$ cat src/htre_pkg.sv
// Package with the constants, codes and transaction types of the header table ring.
package htre_pkg;

	// Table geometry and byte accounting.
	localparam int ENTRIES         = 64;
	localparam int MAX_TABLE_BYTES = 65536;
	localparam int ENTRY_OVERHEAD  = 32;

	localparam int PTR_W   = 6;
	localparam int COUNT_W = 7;
	localparam int LEN_W   = 16;
	localparam int BYTES_W = 18;
	localparam int LIMIT_W = 17;
	localparam int TOTAL_W = 32;
	localparam int REQ_W   = 32;

	localparam logic [COUNT_W-1:0] SLOT_LIMIT_RESET = COUNT_W'(ENTRIES);

	// Item kinds.
	localparam logic [1:0] KIND_INSERT = 2'd0;
	localparam logic [1:0] KIND_LOOKUP = 2'd1;
	localparam logic [1:0] KIND_LIMIT  = 2'd2;

	// Result status codes.
	localparam logic [1:0] STATUS_OK      = 2'd0;
	localparam logic [1:0] STATUS_BAD_IDX = 2'd1;
	localparam logic [1:0] STATUS_NO_SLOT = 2'd2;

	// One input transaction.
	typedef struct packed {
		logic [1:0]         kind;
		logic [LEN_W-1:0]   name_length;
		logic [LEN_W-1:0]   value_length;
		logic [COUNT_W-1:0] rel_index;
		logic [REQ_W-1:0]   new_limit;
	} item_t;

	// One result transaction.
	typedef struct packed {
		logic [1:0]         status;
		logic [PTR_W-1:0]   slot;
		logic [LEN_W-1:0]   found_name_length;
		logic [LEN_W-1:0]   found_value_length;
		logic [BYTES_W-1:0] used_bytes;
		logic [COUNT_W-1:0] held_entries;
		logic [TOTAL_W-1:0] inserts_total;
		logic [LIMIT_W-1:0] limit_bytes;
	} result_t;

endpackage

$ cat src/header_table_ring_eviction_top.sv
// Top level of the header table ring: ring bookkeeping, eviction sequencer and length memory.
//
//  Channel   Signals                  Direction  Handshake
//  -------   -----------------------  ---------  ------------------------------------
//  item      start, busy, item        in         accepted when start is high, busy low
//  result    done, result             out        valid for one cycle while done is high
//  config    cfg_we, cfg_wdata        in         written when cfg_we is high
//
// The sequencer checks an accepted item in the check state and registers the result strobe when
// it finishes; each evicted entry adds a pass through the evict state and back, and a lookup adds
// the look state. An oversize insert empties the ring in a single step. Each eviction reads the
// oldest entry's lengths through the registered read port of the length memory. Busy drops with
// the strobe, so a new item may be accepted at the edge that ends the strobe cycle.
// Reset empties the ring, sets the byte limit to zero and the slot limit to 64; the length
// memory is not cleared. The receiver cannot stall, so results never wait.
module header_table_ring_eviction_top import htre_pkg::*; (
	input  logic               clk,
	input  logic               arst_n,
	input  logic               start,
	output logic               busy,
	input  item_t              item,
	output logic               done,
	output result_t            result,
	input  logic               cfg_we,
	input  logic [COUNT_W-1:0] cfg_wdata
);

	localparam logic [1:0] ST_IDLE  = 2'd0;
	localparam logic [1:0] ST_CHECK = 2'd1;
	localparam logic [1:0] ST_EVICT = 2'd2;
	localparam logic [1:0] ST_LOOK  = 2'd3;

	localparam int MEM_W = 2 * LEN_W;

	// Control state.
	logic [1:0]         state_q, state_d;
	logic [PTR_W-1:0]   newest_q, newest_d;
	logic [PTR_W-1:0]   oldest_q, oldest_d;
	logic [COUNT_W-1:0] count_q, count_d;
	logic [BYTES_W-1:0] bytes_q, bytes_d;
	logic [LIMIT_W-1:0] limit_q, limit_d;
	logic [TOTAL_W-1:0] total_q, total_d;
	logic [COUNT_W-1:0] slot_limit_q;
	logic               done_q;

	// Captured transaction and derived values.
	item_t              item_q;
	logic [BYTES_W-1:0] cost_q;
	logic [LIMIT_W-1:0] lim_q;
	result_t            result_q, res_d;
	logic               fin;

	// Length memory.
	logic [MEM_W-1:0]   mem [ENTRIES];
	logic [MEM_W-1:0]   rdata_q;
	logic               mem_we;
	logic [PTR_W-1:0]   mem_raddr;

	// Derived combinational values.
	logic [COUNT_W-1:0] cap;
	logic [BYTES_W:0]   bytes_plus_cost;
	logic               need_bytes;
	logic               look_bad;
	logic [PTR_W+1:0]   look_wrap;
	logic [PTR_W-1:0]   look_p;
	logic [BYTES_W-1:0] ev_cost;

	// Next ring position, wrapping at the capacity.
	function automatic logic [PTR_W-1:0] next_slot(input logic [PTR_W-1:0] p,
		input logic [COUNT_W-1:0] c);
		logic [COUNT_W-1:0] n;
		n = {1'b0, p} + COUNT_W'(1);
		return (n >= c) ? '0 : n[PTR_W-1:0];
	endfunction

	assign busy   = (state_q != ST_IDLE);
	assign done   = done_q;
	assign result = result_q;

	// Capacity is the slot limit clamped to the ring depth.
	assign cap = (slot_limit_q > COUNT_W'(ENTRIES)) ? COUNT_W'(ENTRIES) : slot_limit_q;

	// Byte budget test for an insert.
	assign bytes_plus_cost = {1'b0, bytes_q} + {1'b0, cost_q};
	assign need_bytes      = bytes_plus_cost > (BYTES_W + 1)'(limit_q);

	// Lookup position counted back from the newest entry.
	assign look_bad  = (item_q.rel_index == '0) || (item_q.rel_index > count_q) || (cap == '0);
	assign look_wrap = {2'b00, newest_q} + {1'b0, cap} - {1'b0, item_q.rel_index};
	assign look_p    = ({1'b0, newest_q} >= item_q.rel_index) ?
		PTR_W'({1'b0, newest_q} - item_q.rel_index) : look_wrap[PTR_W-1:0];

	// Cost of the entry being evicted, from the memory read data.
	assign ev_cost = BYTES_W'(rdata_q[MEM_W-1:LEN_W]) + BYTES_W'(rdata_q[LEN_W-1:0])
		+ BYTES_W'(ENTRY_OVERHEAD);

	// Sequencer: check the item, evict one entry at a time, read a looked-up entry, finish.
	always_comb begin
		state_d   = state_q;
		newest_d  = newest_q;
		oldest_d  = oldest_q;
		count_d   = count_q;
		bytes_d   = bytes_q;
		limit_d   = limit_q;
		total_d   = total_q;
		mem_we    = 1'b0;
		mem_raddr = oldest_q;
		fin       = 1'b0;
		res_d     = '0;
		case (state_q)
			ST_IDLE: begin
				if (start) begin
					state_d = ST_CHECK;
				end
			end
			ST_CHECK: begin
				case (item_q.kind)
					KIND_INSERT: begin
						if (cost_q > BYTES_W'(limit_q)) begin
							// Oversize entry: the table empties, the insertion still counts.
							oldest_d = newest_q;
							count_d  = '0;
							bytes_d  = '0;
							total_d  = total_q + TOTAL_W'(1);
							fin      = 1'b1;
						end else if ((count_q != '0) && (need_bytes || (count_q >= cap))) begin
							state_d = ST_EVICT;
						end else if (cap == '0) begin
							res_d.status = STATUS_NO_SLOT;
							fin          = 1'b1;
						end else begin
							mem_we     = 1'b1;
							res_d.slot = newest_q;
							newest_d   = next_slot(newest_q, cap);
							count_d    = count_q + COUNT_W'(1);
							bytes_d    = bytes_plus_cost[BYTES_W-1:0];
							total_d    = total_q + TOTAL_W'(1);
							fin        = 1'b1;
						end
					end
					KIND_LOOKUP: begin
						if (look_bad) begin
							res_d.status = STATUS_BAD_IDX;
							fin          = 1'b1;
						end else begin
							mem_raddr = look_p;
							state_d   = ST_LOOK;
						end
					end
					KIND_LIMIT: begin
						if ((count_q != '0) && (bytes_q > BYTES_W'(lim_q))) begin
							state_d = ST_EVICT;
						end else begin
							limit_d = lim_q;
							fin     = 1'b1;
						end
					end
					default: begin
						fin = 1'b1;
					end
				endcase
			end
			ST_EVICT: begin
				// The oldest entry's lengths are on the read data now.
				bytes_d  = (ev_cost <= bytes_q) ? (bytes_q - ev_cost) : '0;
				oldest_d = next_slot(oldest_q, cap);
				count_d  = count_q - COUNT_W'(1);
				state_d  = ST_CHECK;
			end
			ST_LOOK: begin
				res_d.slot               = look_p;
				res_d.found_name_length  = rdata_q[MEM_W-1:LEN_W];
				res_d.found_value_length = rdata_q[LEN_W-1:0];
				fin                      = 1'b1;
			end
			default: begin
				state_d = ST_IDLE;
			end
		endcase
		if (fin) begin
			state_d = ST_IDLE;
		end
		res_d.used_bytes    = bytes_d;
		res_d.held_entries  = count_d;
		res_d.inserts_total = total_d;
		res_d.limit_bytes   = limit_d;
	end

	// Control registers; a configuration write empties the ring.
	always_ff @(posedge clk or negedge arst_n) begin
		if (!arst_n) begin
			state_q      <= ST_IDLE;
			newest_q     <= '0;
			oldest_q     <= '0;
			count_q      <= '0;
			bytes_q      <= '0;
			limit_q      <= '0;
			total_q      <= '0;
			slot_limit_q <= SLOT_LIMIT_RESET;
			done_q       <= 1'b0;
		end else begin
			state_q <= state_d;
			limit_q <= limit_d;
			total_q <= total_d;
			done_q  <= fin;
			if (cfg_we) begin
				slot_limit_q <= cfg_wdata;
				newest_q     <= '0;
				oldest_q     <= '0;
				count_q      <= '0;
				bytes_q      <= '0;
			end else begin
				newest_q <= newest_d;
				oldest_q <= oldest_d;
				count_q  <= count_d;
				bytes_q  <= bytes_d;
			end
		end
	end

	// Transaction capture, cost and clamped limit, and the result register.
	always_ff @(posedge clk) begin
		if (start && !busy) begin
			item_q <= item;
			cost_q <= BYTES_W'(item.name_length) + BYTES_W'(item.value_length)
				+ BYTES_W'(ENTRY_OVERHEAD);
			lim_q  <= (item.new_limit > REQ_W'(MAX_TABLE_BYTES)) ?
				LIMIT_W'(MAX_TABLE_BYTES) : item.new_limit[LIMIT_W-1:0];
		end
		if (fin) begin
			result_q <= res_d;
		end
	end

	// Length memory: one write port at the newest slot, one registered read port.
	always_ff @(posedge clk) begin
		if (mem_we) begin
			mem[newest_q] <= {item_q.name_length, item_q.value_length};
		end
		rdata_q <= mem[mem_raddr];
	end

`ifndef SYNTHESIS
	// The ring never holds more entries than its capacity.
	a_count_cap: assert property (@(posedge clk) disable iff (!arst_n)
		count_q <= cap)
		else $error("entry count exceeds ring capacity");

	// An accepted transaction makes the block busy in the next cycle.
	a_accept_busy: assert property (@(posedge clk) disable iff (!arst_n)
		(start && !busy && !cfg_we) |=> busy)
		else $error("accepted transaction did not start work");

	// A result strobe only follows a cycle of work.
	a_done_after_busy: assert property (@(posedge clk) disable iff (!arst_n)
		done |-> $past(busy))
		else $error("result strobe without preceding work");

	// The byte limit in force never exceeds the table maximum.
	a_limit_max: assert property (@(posedge clk) disable iff (!arst_n)
		limit_q <= LIMIT_W'(MAX_TABLE_BYTES))
		else $error("byte limit above table maximum");
`endif

endmodule
$ cat config.mk
export PLATFORM = sky130hd
export DESIGN_NAME = header_table_ring_eviction_top
export DESIGN_NICKNAME = d
export VERILOG_FILES = /design/src/htre_pkg.sv /design/src/header_table_ring_eviction_top.sv
export SDC_FILE = /design/constraint.sdc
export NUM_CORES = 2
export LEC_CHECK = 0
export BUFFER_PORTS_ARGS = -buffer_cell sky130_fd_sc_hd__buf_2
export CAP_MARGIN = 20
export CORE_ASPECT_RATIO = 1.1
export CORE_UTILIZATION = 45
export CTS_CLUSTER_SIZE = 14
export DETAILED_ROUTE_END_ITERATION = 7
export GPL_TIMING_DRIVEN = 1
export MAX_ROUTING_LAYER = met4
export PLACE_DENSITY = 0.61
export SLEW_MARGIN = 10
export SYNTH_ARGS = -nofsm -noshare
export SYNTH_HDL_FRONTEND = slang
export SYNTH_SLANG_ARGS = --single-unit
$ cat constraint.sdc
create_clock -name clk -period 15.1 [get_ports clk]
set_clock_uncertainty 0.15 [all_clocks]
set_input_delay 0.755 -clock clk [delete_from_list [all_inputs] [get_ports clk]]
set_output_delay 0.755 -clock clk [all_outputs]
set_load 0.02 [all_outputs]
==> results.toml <==
[outcome]
status = "finished clean"

[cells_and_area]
fill_cells = 17800
area_growth_pct = 13.0
final_common_cell = "edfxtp_1"
drive_gt1_share_pct = 13.5
fin_area_sq_um = 111000
post-route-util_pct = 51.3
layout_common_cells = "2238 x edfxtp_1, 1270 x nand2_1, 721 x nand3_1"
nets = 7359

[floorplanning]
die_x_um = 447
initial_core_util_pct = 45.4
dieArea_sq_um = 220000
ioPinCount = 200
fp.coreArea_sq_um = 217000
die_h_um = 492
row_count = 179

[clocking]
htreeDepth = 4
cts_tree = "yes"
insertion_delay_ns = 0.88
root_buffer = "clkbuf_16"
clk_pin_slew_ns = 0.06
cts_made_buffers = 222
clockBufferDepth = 3
cts_hold_buf = 57
cts_resized = 0
cts_setup_buffers = 0
cts_num_sinks = 2366

[logic_synthesis]
synth_edf_count = 2238
synth_area_leaders = "edfxtp_1 68%, nand2_1 4.9%, nand3_1 3.7%, mux4_2 3.3%, ha_1 2.6%"
syn_nets = 7122
ys_async_sr_fraction_pct = 4.06
yosysSeqAreaShare_pct = 71.5
syn_inst = 6826
yosysUniqueCellTypes = 78
syn_area_sq_um = 98200
yosys_most_used_dff = "edfxtp_1"
synth_area_per_cell_sq_um = 14.4
synth_seq_cells = 2366
synth_top_area_share_pct = 68.4
ys_warn_count = 0
yosysTopAreaCell = "edfxtp_1"

[place]
io_buffers = 199
dp_hpwl_um = 166000
pre_cts_ws_ns = 7.42
gp_congestion = 0.901
post_dp_cell_area_sq_um = 103000

[timing]
period_share_pct = 51.7
rsz0062_at_grt = "no"
final-hold-violation-count = 0
finalSetupViolCount = 0
maxSlewHeadroom_pct = 16.9
max_freq_mhz = 128
worst_pin_slew_ns = 1.24
fin_setup_tns_ns = 0
final-max-slew-violation-count = 0
fin_crit_ns = 7.80
setup_ws_ns = 7.30

[setup_path]
r2r_slack_ns = 7.30
cp-start-kind = "register"
crit_required_ns = 15.42
critPathKind = "reg -> reg"
path_max_fanout = 32
end_kind = "register"
ff2ff_path_depth = 21
cp.arrival_ns = 8.12

[pwr]
p_per_area_nw_per_um2 = 185
leakagePower_nw = 38.6
pwr-share-seq_pct = 39.0
switching_share_pct = 37.1
p_sw_mw = 7.62
combPwrFrac_pct = 34.0
clkPwrFrac_pct = 27.0
vdd_drop_max_uv = 197
internal_power_mw = 12.9
totalPowerFinal_mw = 20.5

[detailed_routing]
avgRoutedWirePerCell_um = 27.8
first_pass_iters = 5
avgViaCountPerCell = 5.97
drc_errors = 0
drtIter0Drc = 6577
detail-route-antenna-nets = 0
dr_total_vias = 60600
wl_um = 282000

[job]
maxCapViolCount = 0

[global_routing]
grt_pass1_wl_um = 408000
grt_pass1_vias = 58500
grt_usage_pct = 26.2
overflow = 0
antenna_found_initial = 14
grt_max_degree = 172

[min_path]
hold_depth = 2
hp-class = "in -> reg"
## worst max-delay path: stages (launching register included)
cell,delay (ns)
dfrtp_1,0.41
ha_1,0.24
fa_1,0.41
a21o_1,0.17
a21oi_1,0.28
o21ai_0,0.23
a311oi_1,0.51
o21bai_1,0.11
a21oi_1,0.20
xnor2_1,0.20
ha_1,0.30
a21o_1,0.16
a21o_1,0.17
a2111oi_0,0.42
o22ai_1,0.15
a21oi_1,0.15
nor4b_4,0.35
o21ai_2,0.19
a211oi_2,0.21
buf_4,0.29
nand4_2,0.84
nor2_4,1.20
## worst paths after layout
path / from / to
setup / recovery: bytes_q[0] / mem[12][11]
hold reg to reg: total_q[10] / total_q[10]
max in group asynchronous: arst_n / limit_q[15]
hold / removal: item[15] / lim_q[15]
min in group asynchronous: arst_n / bytes_q[6]
setup reg to reg: bytes_q[0] / mem[12][11]
## synthesized netlist by cell type (11+ instances only)
library cell,instances
dfrtp_1,95
ha_1,202
buf_6,12
a32o_1,42
a22oi_1,14
and2_1,62
nor2b_1,26
o21ai_0,68
nand4_1,72
o21a_1,17
a31oi_1,44
o311ai_0,78
clkbuf_1,249
a221o_1,23
nor3_1,38
edfxtp_1,2238
inv_1,193
o31ai_1,13
buf_1,32
o211ai_1,126
nand4b_1,13
nor4_1,17
and4_1,36
nand2b_1,16
a32oi_1,126
and3_1,45
nand3_1,721
nor2_1,152
buf_2,95
a211oi_1,20
mux4_2,144
dfxtp_1,32
nand2_1,1271
xnor2_1,61
a21o_1,47
buf_4,11
xor2_1,41
o311a_1,19
mux2_2,51
a21oi_1,82
mux2i_1,71
## state kept, by name, indices dropped and copies added, names as in the netlist
name	cells
bytes_q	18
cost_q	18
count_q	7
done	1
item_q	41
lim_q	17
limit_q	17
mem	2048
newest_q	6
oldest_q	6
rdata_q	32
result	114
slot_limit_q	7
state_q	2
total_q	32
## power groups by stage
stage	Combinational, mW	Sequential (mW)	Clock (mW)
4_1_cts	6.94	8.01	5.61
2_1_floorplan	3.89	8.38	0
5_1_grt	7.42	8.03	5.85
6_report	6.98	8.01	5.54
3_5_place_dp	6.90	8.15	0
3_3_place_gp	6.84	8.15	0
## metal layers
| layer | global-route usage, % | wire length [um] |
|---|---|---|
| met5 | - | 0 |
| met1 | 36.0 | 118000 |
| met4 | 9.61 | 11000 |
| met3 | 3.65 | 21600 |
| met2 | 39.7 | 132000 |
## through the flow
| stage | hold slack (ns) | instances |
|---|---|---|
| after floorplan | 0.289 | 6826 |
| after global placement | 0.303 | 9659 |
| after detailed placement | 0.320 | 9669 |
| after CTS | 0.000197 | 10100 |
| after global routing | 0.0307 | 10100 |
| final | 0.0577 | 10100 |
## cell families (layout without fill, tap and decap cells)
family / Yosys count / after routing / share of synthesized area (%)
fa+ha+maj: 212 / 212 / 2.78
simple gates: 2497 / 2497 / 11.5
compound gates: 791 / 791 / 6.18
mux: 266 / 266 / 4.61
buf+inv: 592 / 1013 / 2.52
xor+xnor: 102 / 102 / 0.910
flops: 2366 / 2366 / 71.5
other cells: 0 / 6 / 0
## area by class of cell
| class | instances | area, sq um | area share, % |
|---|---|---|---|
| flip-flops and latches | 2366 | 70200 | 63.3 |
| clock buffers | 279 | 6000 | 5.40 |
| diodes | 6 | 15.0 | 0.0135 |
| inverters | 193 | 726 | 0.654 |
| repair buffers | 412 | 3100 | 2.79 |
| well taps | 2896 | 3620 | 3.26 |
| multi-input cells | 3868 | 26100 | 23.5 |
| clock inverters | 129 | 1200 | 1.08 |
No activity file was read; power rests on OpenSTA's default activity.
